**src/hdl/svna_pkg.sv**
```systemverilog
// Package with types, constants and helpers of the vertex normal accumulator.
`default_nettype none
package svna_pkg;
  localparam int unsigned VERTEX_COUNT = 1024;
  localparam int unsigned COORD_BITS = 24;
  localparam int unsigned NORMAL_BITS = 16;
  localparam int unsigned IDX_BITS = $clog2(VERTEX_COUNT);
  localparam int unsigned SUM_BITS = 56;
  localparam int unsigned DIFF_BITS = COORD_BITS + 1;
  localparam int unsigned MAG_BITS = 31;
  localparam int unsigned SQ_BITS = 2 * MAG_BITS + 2;
  localparam int unsigned ROOT_BITS = SQ_BITS / 2;
  localparam int unsigned NUM_BITS = MAG_BITS + NORMAL_BITS - 1;

  typedef enum logic [1:0] {
    OP_LOAD  = 2'd0,
    OP_FACE  = 2'd1,
    OP_QUERY = 2'd2,
    OP_NONE  = 2'd3
  } opcode_e;

  typedef struct packed {
    logic [1:0]                   opcode;
    logic [9:0]                   vertex_index;
    logic signed [COORD_BITS-1:0] pos_x;
    logic signed [COORD_BITS-1:0] pos_y;
    logic signed [COORD_BITS-1:0] pos_z;
    logic [9:0]                   corner_a;
    logic [9:0]                   corner_b;
    logic [9:0]                   corner_c;
  } in_item_t;

  typedef struct packed {
    logic [9:0]                    out_index;
    logic signed [NORMAL_BITS-1:0] normal_x;
    logic signed [NORMAL_BITS-1:0] normal_y;
    logic signed [NORMAL_BITS-1:0] normal_z;
    logic                          degenerate;
  } out_item_t;

  localparam logic signed [SUM_BITS-1:0] SUM_MAX = {1'b0, {(SUM_BITS-1){1'b1}}};
  localparam logic signed [SUM_BITS-1:0] SUM_MIN = {1'b1, {(SUM_BITS-1){1'b0}}};

  // Saturating add of two 56-bit signed values.
  function automatic logic signed [SUM_BITS-1:0] sat_add(
      logic signed [SUM_BITS-1:0] a, logic signed [SUM_BITS-1:0] b);
    logic signed [SUM_BITS:0] s;
    s = {a[SUM_BITS-1], a} + {b[SUM_BITS-1], b};
    if (s[SUM_BITS] != s[SUM_BITS-1]) begin
      return s[SUM_BITS] ? SUM_MIN : SUM_MAX;
    end
    return s[SUM_BITS-1:0];
  endfunction
endpackage
`default_nettype wire

```
**src/hdl/svna_div.sv**
```systemverilog
// Restoring divider, one quotient bit per cycle, plus a one-bit-pair square root.
`default_nettype none
module svna_div (
  input  wire logic                             clk_i,
  input  wire logic                             rst_ni,
  input  wire logic                             start_i,
  input  wire logic                             sqrt_i,
  input  wire logic [svna_pkg::SQ_BITS-1:0]     num_i,
  input  wire logic [svna_pkg::ROOT_BITS-1:0]   den_i,
  output logic                                  done_o,
  output logic [svna_pkg::SQ_BITS-1:0]          res_o
);
  import svna_pkg::*;

  localparam int unsigned CNT_BITS = $clog2(SQ_BITS + 1);

  logic                  busy_q, busy_d, sqrt_q, sqrt_d, done_q, done_d;
  logic [CNT_BITS-1:0]   cnt_q, cnt_d;
  logic [SQ_BITS-1:0]    num_q, num_d, quo_q, quo_d;
  logic [SQ_BITS+1:0]    rem_q, rem_d;
  logic [ROOT_BITS-1:0]  den_q, den_d;
  logic [SQ_BITS+1:0]    trial, rem_sh;

  always_comb begin
    busy_d = busy_q; sqrt_d = sqrt_q; cnt_d = cnt_q; num_d = num_q;
    quo_d = quo_q; rem_d = rem_q; den_d = den_q; done_d = 1'b0;
    trial = '0; rem_sh = '0;
    if (start_i) begin
      busy_d = 1'b1; sqrt_d = sqrt_i; num_d = num_i; den_d = den_i;
      quo_d = '0; rem_d = '0;
      cnt_d = sqrt_i ? CNT_BITS'(SQ_BITS / 2) : CNT_BITS'(SQ_BITS);
    end else if (busy_q) begin
      if (sqrt_q) begin
        rem_sh = {rem_q[SQ_BITS-1:0], num_q[SQ_BITS-1 -: 2]};
        num_d  = {num_q[SQ_BITS-3:0], 2'b00};
        trial  = {quo_q[SQ_BITS-1:0], 2'b01};
      end else begin
        rem_sh = {rem_q[SQ_BITS:0], num_q[SQ_BITS-1]};
        num_d  = {num_q[SQ_BITS-2:0], 1'b0};
        trial  = (SQ_BITS+2)'(den_q);
      end
      if (rem_sh >= trial) begin
        rem_d = rem_sh - trial;
        quo_d = {quo_q[SQ_BITS-2:0], 1'b1};
      end else begin
        rem_d = rem_sh;
        quo_d = {quo_q[SQ_BITS-2:0], 1'b0};
      end
      cnt_d = cnt_q - CNT_BITS'(1);
      if (cnt_q == CNT_BITS'(1)) begin
        busy_d = 1'b0; done_d = 1'b1;
      end
    end
  end

  always_ff @(posedge clk_i or negedge rst_ni) begin
    if (!rst_ni) begin
      busy_q <= 1'b0; done_q <= 1'b0; cnt_q <= '0; sqrt_q <= 1'b0;
    end else begin
      busy_q <= busy_d; done_q <= done_d; cnt_q <= cnt_d; sqrt_q <= sqrt_d;
    end
  end

  always_ff @(posedge clk_i) begin
    num_q <= num_d; quo_q <= quo_d; rem_q <= rem_d; den_q <= den_d;
  end

  assign done_o = done_q;
  assign res_o  = quo_q;
endmodule
`default_nettype wire

```
**config.mk**
```make
export PLATFORM = sky130hd
export DESIGN_NAME = svna_div
export DESIGN_NICKNAME = d
export VERILOG_FILES = /design/src/hdl/svna_pkg.sv /design/src/hdl/svna_div.sv
export SDC_FILE = /design/constraint.sdc
export NUM_CORES = 1
export LEC_CHECK = 0
export ABC_CLOCK_PERIOD_IN_PS = 10300
export BUFFER_PORTS_ARGS = -buffer_cell sky130_fd_sc_hd__buf_2
export CELL_PAD_IN_SITES_DETAIL_PLACEMENT = 2
export CELL_PAD_IN_SITES_GLOBAL_PLACEMENT = 2
export CORE_MARGIN = 4
export CORE_UTILIZATION = 35
export CTS_BUF_LIST = sky130_fd_sc_hd__clkbuf_16
export CTS_CLUSTER_DIAMETER = 150
export DETAILED_ROUTE_END_ITERATION = 10
export PLACE_DENSITY_LB_ADDON = 0.3
export RECOVER_POWER = 50
export SETUP_SLACK_MARGIN = 0.02
export SKIP_CTS_REPAIR_TIMING = 1
export SYNTH_ARGS = -nofsm -noshare
export SYNTH_HDL_FRONTEND = slang
export SYNTH_SLANG_ARGS = --single-unit
```
**constraint.sdc**
```tcl
create_clock -name clk_i -period 10.3 [get_ports clk_i]
set_clock_uncertainty 0.05 [all_clocks]
set_input_delay 2.06 -clock clk_i [delete_from_list [all_inputs] [get_ports clk_i]]
set_output_delay 2.06 -clock clk_i [all_outputs]
set_load 0.02 [all_outputs]
```
==> results of run 1 <==
==> worst min path at each step <==
stage / from / endpoint / slack, ps / depth (start not counted)
6_report: rem_q[64] / rem_q[64] / 430 / 2
5_1_grt: rem_q[64] / rem_q[64] / 460 / 2
4_1_cts: rem_q[64] / rem_q[64] / 440 / 2
3_5_place_dp: rem_q[64] / rem_q[64] / 410 / 2
3_3_place_gp: rem_q[64] / rem_q[64] / 400 / 2
2_1_floorplan: rem_q[64] / rem_q[64] / 380 / 2
==> final cells by class <==
type | count | area, µm² | share of cell area [%]
well taps | 539 | 674 | 4.03
clock buffers | 29 | 726 | 4.34
repair buffers | 175 | 835 | 4.99
clock inverters | 25 | 143 | 0.853
inverters | 24 | 90.1 | 0.539
multi-input cells | 1266 | 8540 | 51.0
flip-flops and latches | 235 | 5720 | 34.2
==> synth_stat cells, types with 6 or more instances <==
| cell type | n | area, µm² |
|---|---|---|
| ha_1 | 68 | 851 |
| o21bai_1 | 13 | 97.6 |
| a21oi_1 | 80 | 400 |
| dfxtp_1 | 129 | 2580 |
| dfrtp_1 | 10 | 250 |
| a21boi_0 | 7 | 52.6 |
| xor2_1 | 20 | 175 |
| a32oi_1 | 16 | 140 |
| nand2b_1 | 7 | 43.8 |
| xnor2_1 | 41 | 359 |
| a21o_1 | 37 | 278 |
| nand3_1 | 18 | 90.1 |
| nand4_1 | 25 | 156 |
| a31oi_1 | 15 | 93.8 |
| buf_1 | 19 | 71.3 |
| buf_2 | 14 | 70.1 |
| edfxtp_1 | 96 | 2880 |
| nor2_1 | 159 | 597 |
| and3_1 | 8 | 50.1 |
| nor3_1 | 14 | 70.1 |
| nor2b_1 | 12 | 75.1 |
| nor4_1 | 6 | 37.5 |
| o21a_1 | 12 | 90.1 |
| clkbuf_1 | 78 | 293 |
| mux2i_1 | 160 | 1600 |
| inv_1 | 24 | 90.1 |
| mux2_2 | 65 | 732 |
| nand2_1 | 241 | 905 |
| o21ai_0 | 124 | 621 |
| o21ai_1 | 6 | 30.0 |
| a311oi_1 | 45 | 394 |
==> power by group through the flow <==
| stage | Clock [mW] | Sequential [mW] | Combinational [mW] |
|---|---|---|---|
| CTS | 0.984 | 1.28 | 2.73 |
| finish | 0.950 | 1.28 | 2.72 |
| global route | 1.02 | 1.30 | 3.04 |
| detailed placement | 0 | 1.29 | 2.71 |
| floorplan | 0 | 1.23 | 2.05 |
| global placement | 0 | 1.28 | 2.61 |
==> cells by family after synthesis <==
logic type / count (synthesis) / share of synthesized area, %
and+or+nand+nor: 517 / 15.0
AOI/OAI and AO/OA: 394 / 17.4
DFF: 235 / 38.6
muxes: 225 / 15.8
buffers and inverters: 137 / 3.67
adders and majority gates: 69 / 5.89
xor gates and xnor gates: 61 / 3.61
==> metal layers <==
layer  track usage [%]  vias up  wire length, µm
met5                 0        -               11
met4              4.04        2              998
met3              2.11       54             1330
met2              33.5      177            21800
met1              27.3     6265            22200
li1                  -     6140                -
==> per-stage QoR <==
| step | power (mW) | std cells |
|---|---|---|
| after global routing | 5.36 | 2293 |
| after CTS | 4.99 | 2293 |
| after detailed placement | 4.00 | 2239 |
| after global placement | 3.89 | 2239 |
| final | 4.94 | 2293 |
| after floorplan | 3.28 | 1638 |
==> worst min-delay path, cell delays in order, from the launching register on <==
cell and delay, ps:
dfxtp_1 330, a32oi_1 60, o21ai_0 60
==> registers in the layout, indices dropped and copies added, names as in the netlist <==
register / cells
den_q: 32
num_q: 64
res_o: 64
cnt_q: 7
rem_q: 65
sqrt_q: 1
busy_q: 1
done_o: 1
==> flow_metrics.tcl, run 1 <==
set metrics [dict create \
    status "complete, but fails checks" \
    violations "max-capacitance violations, max-slew violations" \
    slew_headroom_pct -140 \
    final_common_cell "nand2_1" \
    clk_pin_slew_worst_paths_ps 60 \
    grt_first_pass_wirelength_um 74500 \
    io_pins 165 \
    p_comb_share_pct 55.0 \
    max_stage_delay_ps 1140 \
    hold_slack_ps 428 \
    final_core_util_pct 40.0 \
    crit_start "sqrt_q" \
    worst_pin_slew_ps 3600 \
    r2r_slack_ps 4160 \
    p_sw_mw 2.21 \
    wl_um 46400 \
    min_path_type "reg2reg" \
    critPathKind "reg2reg" \
    vias 12600 \
    cts_max_path_buffers 3 \
    clkPwrFrac_pct 19.2 \
    overflow 0 \
    crit_arrival_ps 6510 \
    worstPathCellList "buf_12 > mux2i_1 > ha_1 > fa_1 > nor2b_1 > o211ai_1 > a211oi_2 > nor3_1 > o21ai_1 > nand3_2 > o41ai_4 > a31o_2 > buf_4 > o311ai_1 > a311oi_1" \
    yosys_most_used_dff "dfxtp_1" \
    root_buffer "clkbuf_16" \
    ys_ff_latch 235 \
    syn_area_mm2 0.0148 \
    dieArea_mm2 0.0456 \
    path_buf_inv 2 \
    switching_share_pct 44.6 \
    netlist_instances 1638 \
    layout_setup_ws_ps 4160 \
    chipWidth_um 214 \
    initial_utilization_pct 35.3 \
    rsz0062_at_grt "false" \
    drc_errors 0 \
    power_density_mw_per_mm2 296 \
    synth_fp_nets 1807 \
    syn_avg_cell_area_um2 9.03 \
    final_cell_mix "241 x nand2_1, 160 x mux2i_1, 159 x nor2_1, 129 x dfxtp_1, 124 x o21ai_0" \
    place_area_mm2 0.0159 \
    cap_viol_max_count 1 \
    timing.rr.start "sqrt_q" \
    min_period_ps 6140 \
    hold_viol_final 0 \
    vias_per_cell 5.51 \
    numCtsBuffers 29 \
    r2r_end "rem_q[10]" \
    area_growth_pct 13.1 \
    layout.nets 1900 \
    async_reset_ff_share_pct 4.26 \
    crit_path_end "rem_q[10]" \
    leakage_nw 7.33 \
    num_antenna_cells 0 \
    first_pass_iters 5 \
    grt_usage_pct 19.7 \
    fin_crit_sh_pct 59.6 \
    startpoint_type "register" \
    core_mm2 0.0419 \
    final_cell_area_mm2 0.0167 \
    crit_slowest_cell "dfrtp_4" \
    drt-initial-drc-count 528 \
    yosys_warnings 0 \
    grt_start_max_net_pins 134 \
    r2r_cells 15 \
    fillers 4664 \
    seq_area_frac_synth_pct 38.6 \
    drv_slew 75 \
    setup_tns_ps 0 \
    antenna_found_initial 1 \
    synth_edf_count 96 \
    preCtsSetupSlack_ps 4180 \
    crit_cells 15 \
    p_int_mw 2.74 \
    dieHeight_um 214 \
    clk_latency_ps 570 \
    required_ps 10670 \
    setup_viol 0 \
    place.gp.congestion 0.824 \
    seqPwrFrac_pct 25.8 \
    crit_path_end_kind "register" \
    fmax_mhz 163 \
    num_rows 75 \
    drive_gt1_share_pct 13.2 \
    htreeDepth 1 \
    numPortBuffers 164 \
    grt_pass1_vias 13600 \
    ir_drop_v 0.000162 \
    ys_types 70 \
    cts_tree "yes" \
    clock-sinks 235 \
    antenna_left 0 \
    wire_per_inst_um 20.2 \
    dp_hpwl_um 33200 \
    path_delay_family "compound AO/OA/AOI/OAI gates" \
    critPathMaxFanout 133 \
]
Note: power is estimated with default switching activity, not from simulation.
==> run 2, diff against run 1 <==
Settings changed: ABC_CLOCK_PERIOD_IN_PS 10300 to 5600, CORE_UTILIZATION 35 to 33.
Clock period 10.3 ns to 5.6 ns, I/O delays scaled along.
==> run 2 against run 1 <==
The run still ends with max-capacitance violations, max-slew violations left; total power rose by 90%; clock power rose by 100%; via count up 0.31%; critical path depth decreased by 2; first-iteration DRC count increased by 14%; maximum frequency grew 21%; final cell count increased by 2.8%; critical path type unchanged.
==> flow_metrics.tcl, run 2 (synthesis results as in run 1) <==
set metrics [dict create \
    regArea_mm2 0.00572 \
    largest_reg_flops 65 \
    cap_viol_max_count 5 \
    fillers 4937 \
    max_stage_delay_ps 830 \
    setup_viol 0 \
    layout.nets 1909 \
    drv_slew 347 \
    required_ps 6030 \
    numCtsBuffers 30 \
    cts_max_path_buffers 3 \
    hold_viol_final 0 \
    leakage_nw 7.38 \
    cts_tree "yes" \
    slew_headroom_pct -155 \
    drive_gt1_share_pct 13.3 \
    clock-sinks 235 \
    startpoint_type "register" \
    layout_setup_ws_ps 536 \
    grt_start_max_net_pins 113 \
    vias 12700 \
    root_buffer "clkbuf_16" \
    antenna_found_initial 1 \
    violations "max-capacitance violations, max-slew violations" \
    power_density_mw_per_mm2 552 \
    num_rows 77 \
    first_pass_iters 4 \
    worstPathCellList "buf_4 > mux2_2 > ha_1 > nand2_1 > o21ai_1 > nor2_1 > and3_1 > a32oi_1 > nand3_2 > o41ai_4 > a31oi_4 > or3_1 > a311oi_1" \
    drc_errors 0 \
    setup_tns_ps 0 \
    io_pins 165 \
    initial_utilization_pct 33.4 \
    fin_crit_sh_pct 90.4 \
    grt_first_pass_wirelength_um 75900 \
    grt_usage_pct 19.1 \
    multiInputGateArea_mm2 0.00853 \
    r2r_slack_ps 540 \
    wire_per_inst_um 20.0 \
    wl_um 47100 \
    drt-initial-drc-count 600 \
    min_period_ps 5060 \
    worst_pin_slew_ps 3820 \
    ir_drop_v 0.000296 \
    crit_arrival_ps 5490 \
    numPortBuffers 164 \
    vias_per_cell 5.38 \
    final_core_util_pct 38.4 \
    area_growth_pct 14.8 \
    chipWidth_um 220 \
    critPathKind "reg2reg" \
    place.gp.congestion 0.815 \
    overflow 0 \
    dieArea_mm2 0.0483 \
    crit_slowest_cell "dfrtp_4" \
    antenna_left 0 \
    clk_latency_ps 580 \
    preCtsSetupSlack_ps 571 \
    final_common_cell "nand2_1" \
    grt_pass1_vias 13800 \
    min_path_type "reg2reg" \
    dieHeight_um 220 \
    fmax_mhz 197 \
    power.total_mw 9.38 \
    final_cell_mix "241 x nand2_1, 160 x mux2i_1, 159 x nor2_1, 129 x dfxtp_1, 124 x o21ai_0" \
    dp_hpwl_um 33900 \
    status "complete, but fails checks" \
    top_register "rem_q" \
    critPathMaxFanout 41 \
    clk_pin_slew_worst_paths_ps 70 \
    crit_path_end_kind "register" \
    htreeDepth 1 \
    rsz0062_at_grt "false" \
    core_mm2 0.0442 \
]
-- run 2: final cells by class --
cell class / count / area share (%)
multi-input cells: 1266 / 50.3
flip-flops and latches: 235 / 33.7
inverters: 24 / 0.531
well taps: 592 / 4.36
repair buffers: 183 / 5.38
clock inverters: 26 / 1.36
clock buffers: 30 / 4.42
diodes: 1 / 0.0147
-- run 2: worst paths after layout --
kind                       startpoint   endpoint  cells after the start
setup / recovery               sqrt_q   rem_q[6]                     13
hold / removal              rem_q[59]  rem_q[59]                      2
setup reg to reg               sqrt_q   rem_q[6]                     13
hold reg to reg             rem_q[59]  rem_q[59]                      2
max in group asynchronous      rst_ni     sqrt_q                      1
min in group asynchronous      rst_ni   cnt_q[1]                      1
-- run 2: stage by stage --
stage                     instance area (µm²)  hold WS [ps]  cells
after global routing                    17000           475   2356
after CTS                               17100           331   2356
after global placement                  16100           412   2300
after floorplan                         14800           382   1638
final                                   17000           441   2357
after detailed placement                16100           436   2300
-- run 2: report_power, final --
part | internal, mW | total (mW) | switching, mW
Combinational | 2.03 | 5.11 | 3.08
Clock | 1.15 | 1.94 | 0.788
Sequential | 2.11 | 2.33 | 0.228
Total | 5.29 | 9.38 | 4.09
-- run 2: worst max-delay path, delay by kind of cell, from the launching register on --
family                     cells  cell delay [ps]
buffers and inverters          1              360
and+or+nand+nor                5             1140
DFF                            1              830
muxes                          1              390
AOI/OAI and AO/OA              5             1700
adders and majority gates      1              450
-- run 2: metal layers --
metal / up-vias / GRT usage, % / part of all wire [%]
met5: - / 0 / 0.023
met4: 2 / 3.50 / 1.4
met3: 38 / 2.51 / 3.9
met2: 183 / 32.6 / 47
met1: 6300 / 26.1 / 47
li1: 6154 / - / -
==> run 3, diff against run 2 <==
Settings changed: CTS_BUF_LIST sky130_fd_sc_hd__clkbuf_16 to unset.
==> run 3 against run 2 <==
The run still ends with max-capacitance violations, max-slew violations left; critical path depth stayed put; worst hold slack improved by 1.4 ps; die area unchanged; count of clock-buffer cells in the layout up 9; critical path type unchanged; core utilization grew 0.062 points; setup slack gained 3.8 ps; global-route usage about the same; non-clock buffer count did not move; combinational power about the same; critical endpoint is now rem_q[8]; sequential cell count is the same; maximum frequency about the same.
==> flow_metrics.tcl, run 3 (synthesis results as in run 1) <==
set metrics [dict create \
    crit_path_end_kind "register" \
    p_int_mw 5.34 \
    cts_max_path_buffers 3 \
    seqPwrFrac_pct 24.8 \
    stdcell_count 2356 \
    dieArea_mm2 0.0483 \
    p_comb_share_pct 54.1 \
    grt_first_pass_wirelength_um 76000 \
    final_core_util_pct 38.5 \
    hold_viol_final 0 \
    status "complete, but fails checks" \
    met1_usage_pct 26.1 \
    worstPathCellList "buf_4 > mux2_2 > ha_1 > nand2_1 > o21ai_1 > nor2_1 > and3_1 > a32oi_1 > nand3_2 > o41ai_4 > a31oi_4 > or3_1 > a311oi_1" \
    clk_latency_ps 580 \
    vias 12700 \
    largest_reg_flops 65 \
    final_cell_mix "241 x nand2_1, 160 x mux2i_1, 159 x nor2_1, 129 x dfxtp_1, 124 x o21ai_0" \
    critPathKind "reg2reg" \
    ir_drop_v 0.000296 \
    clk_pin_slew_worst_paths_ps 70 \
    cap_viol_max_count 5 \
    chipWidth_um 220 \
    switching_share_pct 43.4 \
    dpl.cell_count 2300 \
    required_ps 6030 \
    num_rows 77 \
    grt_start_max_net_pins 113 \
    fin_crit_sh_pct 90.4 \
    p_sw_mw 4.09 \
    grt.met3_usage_pct 2.51 \
    top_usage_layer "met2" \
    area_growth_pct 15.0 \
    htreeDepth 1 \
    startpoint_type "register" \
    crit_slowest_cell "dfrtp_4" \
    io_pins 165 \
    max_stage_delay_ps 820 \
    clkPwrFrac_pct 21.2 \
    place.gp.congestion 0.815 \
    fmax_mhz 198 \
    crit_arrival_ps 5490 \
    critPathMaxFanout 41 \
    slew_headroom_pct -156 \
    min_path_type "reg2reg" \
    dp_hpwl_um 33900 \
    grt_usage_pct 19.1 \
    worst_pin_slew_ps 3840 \
    first_pass_iters 4 \
    multiInputGateArea_mm2 0.00853 \
    final_common_cell "nand2_1" \
    drc_errors 0 \
    power_density_mw_per_mm2 554 \
    path_buf_inv 1 \
    overflow 0 \
    power.total_mw 9.43 \
    numCtsBuffers 30 \
    antenna_left 0 \
    rsz0062_at_grt "false" \
    cts_tree "yes" \
    antenna_found_initial 1 \
    violations "max-capacitance violations, max-slew violations" \
    dieHeight_um 220 \
    use_met2_pct 32.7 \
    drt-initial-drc-count 600 \
    min_period_ps 5060 \
    drive_gt1_share_pct 13.5 \
    vias_per_cell 5.39 \
    wl_um 47100 \
    initial_utilization_pct 33.4 \
    regArea_mm2 0.00572 \
    setup_viol 0 \
    drv_slew 347 \
    path_delay_family "compound AO/OA/AOI/OAI gates" \
    wire_per_inst_um 20.0 \
    numPortBuffers 164 \
    top_register "rem_q" \
    clock-sinks 235 \
    leakage_nw 7.38 \
    layout.nets 1909 \
    fillers 4935 \
    grt_pass1_vias 13800 \
    setup_tns_ps 0 \
    core_mm2 0.0442 \
    num_antenna_cells 0 \
    root_buffer "clkbuf_16" \
]
## run 3: changes by cell type in the layout (fill, tap and decap cells not counted), sizes merged
cell,previous run,this run
clkbuf,102,111
inv,31,25
clkinv,14,11
diode,1,0
## run 3: power groups by stage
stage          combinational (mW)  clock, mW  sequential, mW
6_report                     5.10       2.00            2.33
5_1_grt                      5.71       2.14            2.37
4_1_cts                      5.14       2.06            2.33
3_5_place_dp                 5.09          0            2.37
3_3_place_gp                 4.92          0            2.35
2_1_floorplan                3.76          0            2.26
## run 3: metrics by stage
| step | setup WS [ps] | instance area (µm²) | hold slack, ps |
|---|---|---|---|
| floorplan | 1060 | 14800 | 382 |
| global placement | 716 | 16100 | 412 |
| detailed placement | 571 | 16100 | 436 |
| CTS | 518 | 17100 | 330 |
| global route | 235 | 17000 | 475 |
| finish | 540 | 17000 | 443 |
## run 3: tightest hold or removal path, stage by stage (launching register included)
cell,delay (ps)
dfxtp_1,340
a32oi_1,60
o21ai_0,60
## run 3: worst paths after layout
check                               start         to  slack, ps  cells past startpoint
worst max-delay path               sqrt_q   rem_q[8]        540                     13
worst max register to register     sqrt_q   rem_q[8]        540                     13
max in group asynchronous          rst_ni     sqrt_q       4630                      1
min in group asynchronous          rst_ni   cnt_q[1]        460                      1
worst min register to register  rem_q[59]  rem_q[59]        440                      2
worst min-delay path            rem_q[59]  rem_q[59]        440                      2
## run 3: routing by layer
metal  routed length [µm]  up-vias  share of wire, %
met5                   11        -             0.023
met4                  672        2               1.4
met3                 1850       38               3.9
met2                22200      179                47
met1                22300     6322                47
li1                     -     6158                 -
## run 3: layout make-up
cell class	count	area share [%]
multi-input combinational	1266	50.2
sequential	235	33.6
timing repair buffer	183	5.37
clock buffer	39	4.79
tap	592	4.35
clock inverter	17	1.16
inverter	24	0.530
